<file path="src/design/ds2rfc_pkg.sv">
package ds2rfc_pkg;

    localparam int unsigned BYTE_W = 8;
    localparam int unsigned STAT_W = 2;
    localparam int unsigned CFG_IDX_W = 2;

    // Register indexes on the configuration port
    localparam logic [CFG_IDX_W-1:0] CFG_THREE_BYTE_HEADER = 2'd0;
    localparam logic [CFG_IDX_W-1:0] CFG_MAX_FRAME_LENGTH = 2'd1;
    localparam logic [CFG_IDX_W-1:0] CFG_SKIP_CHECKSUM = 2'd2;

    // Frame status codes
    localparam logic [STAT_W-1:0] ST_BUSY = 2'd0;
    localparam logic [STAT_W-1:0] ST_GOOD = 2'd1;
    localparam logic [STAT_W-1:0] ST_BADLEN = 2'd2;
    localparam logic [STAT_W-1:0] ST_BADSUM = 2'd3;

    localparam logic [BYTE_W-1:0] HDR_LEN_SHORT = 8'd2;
    localparam logic [BYTE_W-1:0] HDR_LEN_LONG = 8'd3;

    typedef struct packed {
        logic              three_byte_header;
        logic [BYTE_W-1:0] max_frame_length;
        logic              skip_checksum;
    } t_cfg;

    typedef struct packed {
        logic [BYTE_W-1:0] data_byte;
        logic [BYTE_W-1:0] byte_position;
        logic              frame_end;
        logic [STAT_W-1:0] status;
        logic [BYTE_W-1:0] frame_length;
    } t_result;

endpackage

</file>
<file path="src/design/ds2rfc_cfg.sv">
module ds2rfc_cfg
    import ds2rfc_pkg::*;
(
    input  logic                 i_clk,
    input  logic                 i_rst_n,
    input  logic                 i_cfg_we,
    input  logic [CFG_IDX_W-1:0] i_cfg_index,
    input  logic [BYTE_W-1:0]    i_cfg_wdata,
    output t_cfg                 o_cfg
);

    t_cfg r_cfg;

    always_ff @(posedge i_clk) begin
        if (!i_rst_n) begin
            r_cfg.three_byte_header <= 1'b1;
            r_cfg.max_frame_length  <= 8'hFF;
            r_cfg.skip_checksum     <= 1'b0;
        end else if (i_cfg_we) begin
            case (i_cfg_index)
                CFG_THREE_BYTE_HEADER: r_cfg.three_byte_header <= i_cfg_wdata[0];
                CFG_MAX_FRAME_LENGTH:  r_cfg.max_frame_length  <= i_cfg_wdata;
                CFG_SKIP_CHECKSUM:     r_cfg.skip_checksum     <= i_cfg_wdata[0];
                default: ;  // unknown index: ignored
            endcase
        end
    end

    assign o_cfg = r_cfg;

endmodule

</file>
<file path="src/design/ds2rfc_eval.sv">
module ds2rfc_eval
    import ds2rfc_pkg::*;
(
    input  logic              i_clk,
    input  logic              i_rst_n,
    input  logic              i_step,
    input  logic [BYTE_W-1:0] i_byte,
    input  t_cfg              i_cfg,
    output t_result           o_res
);

    logic [BYTE_W-1:0] r_pos;
    logic [BYTE_W-1:0] r_cap;
    logic [BYTE_W-1:0] r_xor;

    logic [BYTE_W-1:0] w_hdr;
    logic              w_at_len;
    logic              w_past_len;
    logic [STAT_W-1:0] w_sum_st;
    logic              w_end;
    logic [STAT_W-1:0] w_st;
    logic [BYTE_W-1:0] w_flen;

    always_comb begin
        w_hdr      = i_cfg.three_byte_header ? HDR_LEN_LONG : HDR_LEN_SHORT;
        w_at_len   = (r_pos == (w_hdr - 8'd1));
        w_past_len = (r_pos >= w_hdr);
        w_sum_st   = (i_cfg.skip_checksum || (i_byte == r_xor)) ? ST_GOOD : ST_BADSUM;
        w_end      = 1'b0;
        w_st       = ST_BUSY;
        w_flen     = '0;
        if (w_at_len) begin
            w_flen = i_byte;
            if ((i_byte < w_hdr) || (i_byte > i_cfg.max_frame_length)) begin
                w_end = 1'b1;
                w_st  = ST_BADLEN;
            end else if (i_byte == w_hdr) begin
                // header-only telegram: length byte doubles as checksum
                w_end = 1'b1;
                w_st  = w_sum_st;
            end
        end else if (w_past_len) begin
            w_flen = r_cap;
            if (({1'b0, r_pos} + 9'd1) >= {1'b0, r_cap}) begin
                w_end = 1'b1;
                w_st  = w_sum_st;
            end
        end
        o_res.data_byte     = i_byte;
        o_res.byte_position = r_pos;
        o_res.frame_end     = w_end;
        o_res.status        = w_st;
        o_res.frame_length  = w_end ? w_flen : '0;
    end

    always_ff @(posedge i_clk) begin
        if (!i_rst_n) begin
            r_pos <= '0;
            r_cap <= '0;
            r_xor <= '0;
        end else if (i_step) begin
            if (w_end) begin
                r_pos <= '0;
                r_cap <= '0;
                r_xor <= '0;
            end else begin
                r_pos <= r_pos + 8'd1;
                r_xor <= r_xor ^ i_byte;
                if (w_at_len) begin
                    r_cap <= i_byte;
                end
            end
        end
    end

`ifndef SYNTHESIS
    a_restart_after_end: assert property (@(posedge i_clk) disable iff (!i_rst_n)
        (i_step && w_end) |=> (r_pos == '0 && r_xor == '0 && r_cap == '0))
        else $error("frame state not cleared after frame end");
    a_advance_in_frame: assert property (@(posedge i_clk) disable iff (!i_rst_n)
        (i_step && !w_end) |=> (r_pos == $past(r_pos) + 8'd1))
        else $error("position did not advance within frame");
    a_end_has_status: assert property (@(posedge i_clk) disable iff (!i_rst_n)
        (o_res.frame_end == (o_res.status != ST_BUSY)))
        else $error("frame end and status disagree");
`endif

endmodule

</file>
<file path="src/design/ds2_response_frame_checker_top.sv">
// Response telegram checker, receive side. One received byte per request on the
// rx channel gives exactly one result request carrying the byte, its position in
// the telegram, an end flag, the status and (at the end) the telegram length.
// Throughput is one byte per clock while the result side does not stall. Each byte
// passes the input register, then the result register; a stalled result holds the
// input register and stalls rx. The rate is set by the frame state (position,
// captured length, running XOR), which updates once per byte. Configuration writes
// take effect on the next edge and apply from the next byte evaluated; write only
// while no byte is in flight.
module ds2_response_frame_checker_top
    import ds2rfc_pkg::*;
(
    input  logic                 i_clk,
    input  logic                 i_rst_n,
    input  logic                 i_cfg_we,
    input  logic [CFG_IDX_W-1:0] i_cfg_index,
    input  logic [BYTE_W-1:0]    i_cfg_wdata,
    input  logic                 i_rx_valid,
    output logic                 o_rx_stall,
    input  logic [BYTE_W-1:0]    i_rx_byte,
    output logic                 o_res_valid,
    input  logic                 i_res_stall,
    output logic [BYTE_W-1:0]    o_data_byte,
    output logic [BYTE_W-1:0]    o_byte_position,
    output logic                 o_frame_end,
    output logic [STAT_W-1:0]    o_status,
    output logic [BYTE_W-1:0]    o_frame_length
);

    t_cfg              w_cfg;
    t_result           w_res;
    logic              r_in_valid;
    logic [BYTE_W-1:0] r_in_byte;
    logic              r_out_valid;
    t_result           r_out;
    logic              w_step;

    ds2rfc_cfg u_cfg (
        .i_clk       (i_clk),
        .i_rst_n     (i_rst_n),
        .i_cfg_we    (i_cfg_we),
        .i_cfg_index (i_cfg_index),
        .i_cfg_wdata (i_cfg_wdata),
        .o_cfg       (w_cfg)
    );

    ds2rfc_eval u_eval (
        .i_clk   (i_clk),
        .i_rst_n (i_rst_n),
        .i_step  (w_step),
        .i_byte  (r_in_byte),
        .i_cfg   (w_cfg),
        .o_res   (w_res)
    );

    // held byte moves on when the result register is empty or being drained
    assign w_step     = r_in_valid && (!r_out_valid || !i_res_stall);
    assign o_rx_stall = r_in_valid && !w_step;

    always_ff @(posedge i_clk) begin
        if (!i_rst_n) begin
            r_in_valid  <= 1'b0;
            r_out_valid <= 1'b0;
        end else begin
            if (!o_rx_stall) begin
                r_in_valid <= i_rx_valid;
            end
            if (w_step) begin
                r_out_valid <= 1'b1;
            end else if (!i_res_stall) begin
                r_out_valid <= 1'b0;
            end
        end
    end

    always_ff @(posedge i_clk) begin
        if (i_rx_valid && !o_rx_stall) begin
            r_in_byte <= i_rx_byte;
        end
        if (w_step) begin
            r_out <= w_res;
        end
    end

    assign o_res_valid     = r_out_valid;
    assign o_data_byte     = r_out.data_byte;
    assign o_byte_position = r_out.byte_position;
    assign o_frame_end     = r_out.frame_end;
    assign o_status        = r_out.status;
    assign o_frame_length  = r_out.frame_length;

`ifndef SYNTHESIS
    a_stall_only_when_full: assert property (@(posedge i_clk) disable iff (!i_rst_n)
        o_rx_stall |-> (r_in_valid && r_out_valid && i_res_stall))
        else $error("rx stalled without a blocked result");
    a_step_fills_output: assert property (@(posedge i_clk) disable iff (!i_rst_n)
        w_step |=> o_res_valid)
        else $error("result register not loaded after step");
    a_idle_len_zero: assert property (@(posedge i_clk) disable iff (!i_rst_n)
        (o_res_valid && !o_frame_end) |-> (o_frame_length == '0 && o_status == ST_BUSY))
        else $error("in-progress result carries end data");
`endif

endmodule

</file>
<file path="config.mk">
export PLATFORM = sky130hd
export DESIGN_NAME = ds2_response_frame_checker_top
export DESIGN_NICKNAME = d
export VERILOG_FILES = /design/src/design/ds2rfc_pkg.sv /design/src/design/ds2rfc_cfg.sv /design/src/design/ds2rfc_eval.sv /design/src/design/ds2_response_frame_checker_top.sv
export SDC_FILE = /design/constraint.sdc
export NUM_CORES = 1
export LEC_CHECK = 0
export ABC_AREA = 1
export BUFFER_PORTS_ARGS = -buffer_cell sky130_fd_sc_hd__buf_2
export CORE_UTILIZATION = 35
export DETAILED_ROUTE_END_ITERATION = 12
export RECOVER_POWER = 100
export SLEW_MARGIN = 0
export SYNTH_ARGS = -nofsm -noshare
export SYNTH_HDL_FRONTEND = slang
export SYNTH_HIERARCHICAL = 1
export SYNTH_SLANG_ARGS = --single-unit
</file>
<file path="constraint.sdc">
create_clock -name i_clk -period 8.9 [get_ports i_clk]
set_clock_uncertainty 0.2 [all_clocks]
set_input_delay 2.225 -clock i_clk [delete_from_list [all_inputs] [get_ports i_clk]]
set_output_delay 2.225 -clock i_clk [all_outputs]
set_load 0.005 [all_outputs]
</file>
* Word-level counts from Yosys, hierarchy flattened
Cells that the tools add are included.
** Operators by class
- Add/sub/neg operators :: 3
- Order comparisons :: 4
- Equality and inequality tests :: 6
- Multiplexer cells :: 20
- Bitwise gates (word level) :: 1
- Reduce and logical (&&, ||, !) cells :: 16
** Operator list (number)
- 8-bit two-way mux :: 6
- 8-bit equality test :: 3
- 2-bit two-way mux :: 6
- 8-bit by 1-bit adder with 9-bit output, second input constant :: 1
- 9-bit by 8-bit greater-or-equal comparator with 1-bit output :: 1
- 8-bit by 1-bit adder with 8-bit output, second input constant :: 1
- 8-bit greater-or-equal comparator :: 1
- 8-bit > comparator :: 1
- 8-bit < comparator :: 1
- 1-bit two-way mux :: 8
- 2-bit AND reduction :: 4
- 8-bit by 1-bit subtractor with 8-bit output, second input constant :: 1
- 8-bit XOR :: 1
- 1-bit zero test :: 4
- 1-bit logical AND :: 3
- 1-bit logical OR :: 3
- 2-bit by 1-bit equality test with 1-bit output, second input constant :: 1
- 2-bit equality test, second input constant :: 1
- 2-bit zero test :: 1
- 2-bit by 1-bit inequality test with 1-bit output, second input constant :: 1
- 2-bit nonzero test :: 1
** Storage, ports and cells
- Bits in registers :: 71
- Input bits :: 23
- Output and inout port bits :: 29

* Longest topological paths before layout
- Depth after elaboration :: 7
- Mapped depth :: 20
- Depth with buffers taken out :: 20

* Modules after synthesis
Netlist, hierarchy kept.
** By module, submodules not included
- ds2rfc_eval :: times used 1, cells an instance 307, area an instance 2038.2 um^2, seq. area each 480.5 um^2
- ds2_response_frame_checker_top :: times used 1, cells an instance 48, area an instance 1146.1 um^2, seq. area each 1091.0 um^2
- ds2rfc_cfg :: times used 1, cells an instance 51, area an instance 432.9 um^2, seq. area each 200.2 um^2

* Least setup slack after synthesis
No wires, ideal clock.
- Path type :: input to register
- From :: in i_res_stall
- To :: reg u_eval.r_pos[7]
- Data arrival time :: 4.589 ns
- Slack :: 4.041 ns
- Cell stages on the path :: 5
- Buffers on the path :: 2
- Path through :: a21oi_1 > clkbuf_1 > clkbuf_1 > nand4_1 > a21oi_1
** Between the ends
- Longest elaborated chain between the ends :: 3
** Ends and longest elaborated chain
- start: declaration :: line ds2_response_frame_checker_top.sv:22 : input logic i_res_stall,
- 1-bit zero test
- 1-bit logical OR :: line ds2_response_frame_checker_top.sv:57 : assign w_step = r_in_valid && (!r_out_valid || !i_res_stall);
- 1-bit logical AND :: line ds2_response_frame_checker_top.sv:57
- end signal: assignment :: line ds2rfc_eval.sv:67 : r_pos <= r_pos + 8'd1;
- end: declaration :: line ds2rfc_eval.sv:12 : logic [BYTE_W-1:0] r_pos;
No other way between the ends.
A chain may end at the register's enable or synchronous reset.

* Final worst setup path
- From :: in i_res_stall
- To :: reg u_eval.r_xor[7]
** Between the ends
- Longest elaborated chain between the ends :: 3
** Ends and longest elaborated chain
- 1-bit zero test
- 1-bit logical OR :: line ds2_response_frame_checker_top.sv:57
- 1-bit logical AND :: line ds2_response_frame_checker_top.sv:57
- via w_step :: line ds2_response_frame_checker_top.sv:36 : logic w_step;
- end signal: assignment :: line ds2rfc_eval.sv:68 : r_xor <= r_xor ^ i_byte;
- end: declaration :: line ds2rfc_eval.sv:14 : logic [BYTE_W-1:0] r_xor;
The timed path passes the listed nets, and every way through them passes these cells.

==> parameters.txt <==
Parameter                              Value

STA
  Sum of negative setup slack ... 0 ns
  Headroom to the max-slew limit ... -59.8%
  Slew at the pin closest to its max-slew limit ... 2.40 ns
  Final period utilization ... 63.5%
  Final critical delay including setup and external delays ... 5.65 ns
  Max-slew violation count ... 48
  RSZ-0062 raised after global routing ... false
  Worst Hold Margin ... 0.259 ns
  Fmax ... 177 MHz
  Setup ws final ... 3.25 ns
  Final Hold Vio Count ... 0
  Setup-violating endpoint count in the final report ... 0

Detailed routing
  DRC Markers ... 0
  Length of the first detailed-routing pass in iterations ... 4
  Overall via count from detail_route ... 2,781
  Antenna-violating nets left ... 0
  Post-DR wirelength/cell ... 13.2 um
  DRC violation total after the first TritonRoute iteration ... 139
  Total wire length ... 7710 um
  Vias per Instance ... 4.76

Placement
  Port Buffer Count ... 51
  Final weighted congestion in routability-driven placement ... 0.748
  Setup slack at placement ... 3.84 ns
  DP Area ... 3900 um^2
  DP Wirelength ... 5120 um

Floorplan
  Area of the die ... 10,700 um^2
  Vert. Die Dim ... 104 um
  Initial Util ... 36.5%
  I/O pin count ... 52
  Core ar. ... 9910 um^2
  Horiz. Die Dim ... 104 um
  # rows ... 36

Global routing
  First-pass GRT wire length ... 12,400 um
  Global-route usage over all layers ... 14.7%
  Initial antenna violation count ... 0
  Via count of the first global-routing pass ... 2,587
  Overflow after GRT ... 0
  Largest net degree at the start of global routing ... 48

Critical path
  Cells along the critical path ... clkbuf_1, a21oi_4, clkbuf_1, inv_1, nor2_1, nand2_1, a21oi_1
  Capturing point of the worst reg2reg path ... o_frame_length[0]
  Worst endpoint required time ... 8.96 ns
  Startpoint kind of the worst setup timing path ... primary input
  Maximum fanout along the worst path ... 47
  Endpoint type of the worst setup path ... flop
  Arrival time at the worst endpoint ... 5.71 ns
  Cell occurring most often along the worst timing path ... clkbuf_1
  Setup Crit Path Kind ... primary input to flop
  Cell depth of the worst flop-to-flop path ... 16
  Standard cell with the maximum stage delay on the critical path ... clkbuf_1
  Critical register-to-register path startpoint ... u_eval/r_pos[1]
  Worst stage delay on the critical path ... 1.72 ns
  Register-to-register setup slack ... 4.87 ns

Synth
  Number of distinct library cells after synthesis ... 33
  Flops & latches, synth ... 71
  Total number of yosys warnings ... 6
  Part of the Yosys area used for sequential elements ... 49.0%
  Avg Synthesized Cell Area ... 8.91 um^2
  Synthesized net count ... 448
  Synth area leader ... edfxtp_1
  Top-area cell type share of the netlist area ... 29.1%
  Largest cells by area after synthesis ... edfxtp_1 (29%), dfxtp_1 (20%), nand2_1 (7.7%)
  Synth Cell Area ... 3620 um^2
  Synthesized netlist cell count ... 406

Cells and area
  Area growth from synthesis to layout ... 11.6%
  Area of the multi-input gates ... 1460 um^2
  Utilization after layout ... 40.7%
  Fillers ... 1,020
  Sequential cell area in the final layout ... 1770 um^2
  Diode count ... 0
  Post-route cell area ... 4040 um^2
  Layout cells sized above 1 ... 14.6%
  Number of nets in the final layout ... 488

Status
  Result of the run ... complete, but fails checks
  Failing checks ... capacitance limit, slew limit

Clock network
  Number of buffers on the longest clock path ... 2
  Number of H-tree levels ... 3
  CTS clk-pin slew, worst paths ... 0.07 ns
  Number of cells upsized or downsized after cts ... 0
  Sinks on the clock net ... 71
  Insertion delay to the later sink of the worst-skew pair ... 0.35 ns
  Inserted Clock Buffers ... 9
  Clk Tree Root Cell ... clkbuf_8
  Number of buffers added for setup after CTS ... 0
  TritonCTS clock tree ... done
  Hold_buf cts ... 0

Power
  Worst vdd rail ir drop ... 0.0825 mV
  Total leakage power ... 1.75 nW
  Power density relative to cell area ... 178 nW/um^2

Worst hold path
  Worst hold path type ... flop to flop
  Hold Path Sink ... u_cfg/o_cfg[3]
  Min-Delay Path Depth ... 2
  Worst hold start ... u_cfg/o_cfg[3]

Flow run
  Max-cap violations ... 1
-- worst max-delay path by stage --
stage	from	depth (start not counted)	to
6_report	i_res_stall	7	u_eval/r_xor[7]
5_1_grt	i_res_stall	7	u_eval/r_xor[5]
4_1_cts	i_res_stall	4	o_rx_stall
3_5_place_dp	i_res_stall	4	o_rx_stall
3_3_place_gp	i_res_stall	4	o_rx_stall
2_1_floorplan	i_res_stall	5	u_eval/r_pos[7]
-- report_power, final --
group | leakage (nW) | internal, mW | switching, mW
clock | 0.106 | 0.157 | 0.122
combinational | 1.01 | 0.0249 | 0.0446
sequential | 0.635 | 0.357 | 0.0113
total | 1.75 | 0.539 | 0.178
-- registers in the layout (all words and copies together) (netlist names) --
| name | cells |
|---|---|
| o_frame_length | 8 |
| u_eval/r_xor | 8 |
| r_in_byte | 8 |
| o_status | 2 |
| u_eval/r_cap | 8 |
| o_byte_position | 8 |
| u_cfg/o_cfg | 10 |
| u_eval/r_pos | 8 |
| o_frame_end | 1 |
| o_data_byte | 8 |
| r_in_valid | 1 |
| o_res_valid | 1 |
-- placed cells by master, fill, tap and decap left out, drive strengths merged, types with 3 or more instances in the layout --
| cell | instances |
|---|---|
| a21oi | 43 |
| buf | 38 |
| clkbuf | 24 |
| clkinv | 3 |
| dfxtp | 36 |
| edfxtp | 35 |
| ha | 19 |
| inv | 47 |
| nand2 | 80 |
| nand3 | 33 |
| nand4 | 21 |
| nor2 | 47 |
| xnor2 | 6 |
| xor2 | 6 |
-- cells by family (layout without fill, tap and decap cells) --
group | after synthesis | in the layout | synth area share, %
AND/OR/NAND/NOR | 182 | 182 | 23.8
flip-flops | 71 | 71 | 49.0
buffers and inverters | 71 | 116 | 9.48
adder cells (fa/ha/maj) | 19 | 19 | 6.57
AO/OA/AOI/OAI | 51 | 51 | 8.27
XOR/XNOR | 12 | 12 | 2.91
-- worst max-delay path, delay by kind of cell --
family                 cells  cell delay (ns)
buffers and inverters      3             2.83
and+or+nand+nor            2             0.35
AOI/OAI and AO/OA          2             0.29
-- Yosys cell counts, drive strengths merged --
cell type and n:
o21bai 1, o211ai 1, xnor2 6, buf 16, o21ai 1, o41ai 1
nand4 21, nand3 33, a21oi 43, nor2 47, a211oi 2, o31ai 1
nor3b 1, inv 48, nand2 80, clkbuf 7, edfxtp 35, ha 19
o21a 1, xor2 6, dfxtp 36
-- cell type report --
cell class | count | area share (%)
Clock buffer | 10 | 3.16
Clock inverter | 6 | 2.14
Inverter | 48 | 4.49
Multi-Input combinational cell | 264 | 36.2
Sequential cell | 71 | 43.9
Tap cell | 133 | 4.12
Timing Repair Buffer | 52 | 6.01
-- layer usage --
layer | wire length (um) | up-vias | track usage, % | share of wire [%]
met2 | 3540 | 77 | 23.4 | 46
met1 | 3610 | 1264 | 19.0 | 47
met5 | 0 | - | 0 | 0
met3 | 386 | 12 | 2.77 | 5.0
met4 | 169 | 0 | 7.55 | 2.2
li1 | - | 1428 | - | -
-- metrics by stage --
stage,std cells,power [mW]
finish,584,0.717
global route,584,0.751
CTS,584,0.730
detailed placement,568,0.448
global placement,568,0.446
floorplan,406,0.428
Note: power is estimated with default switching activity, not from simulation.
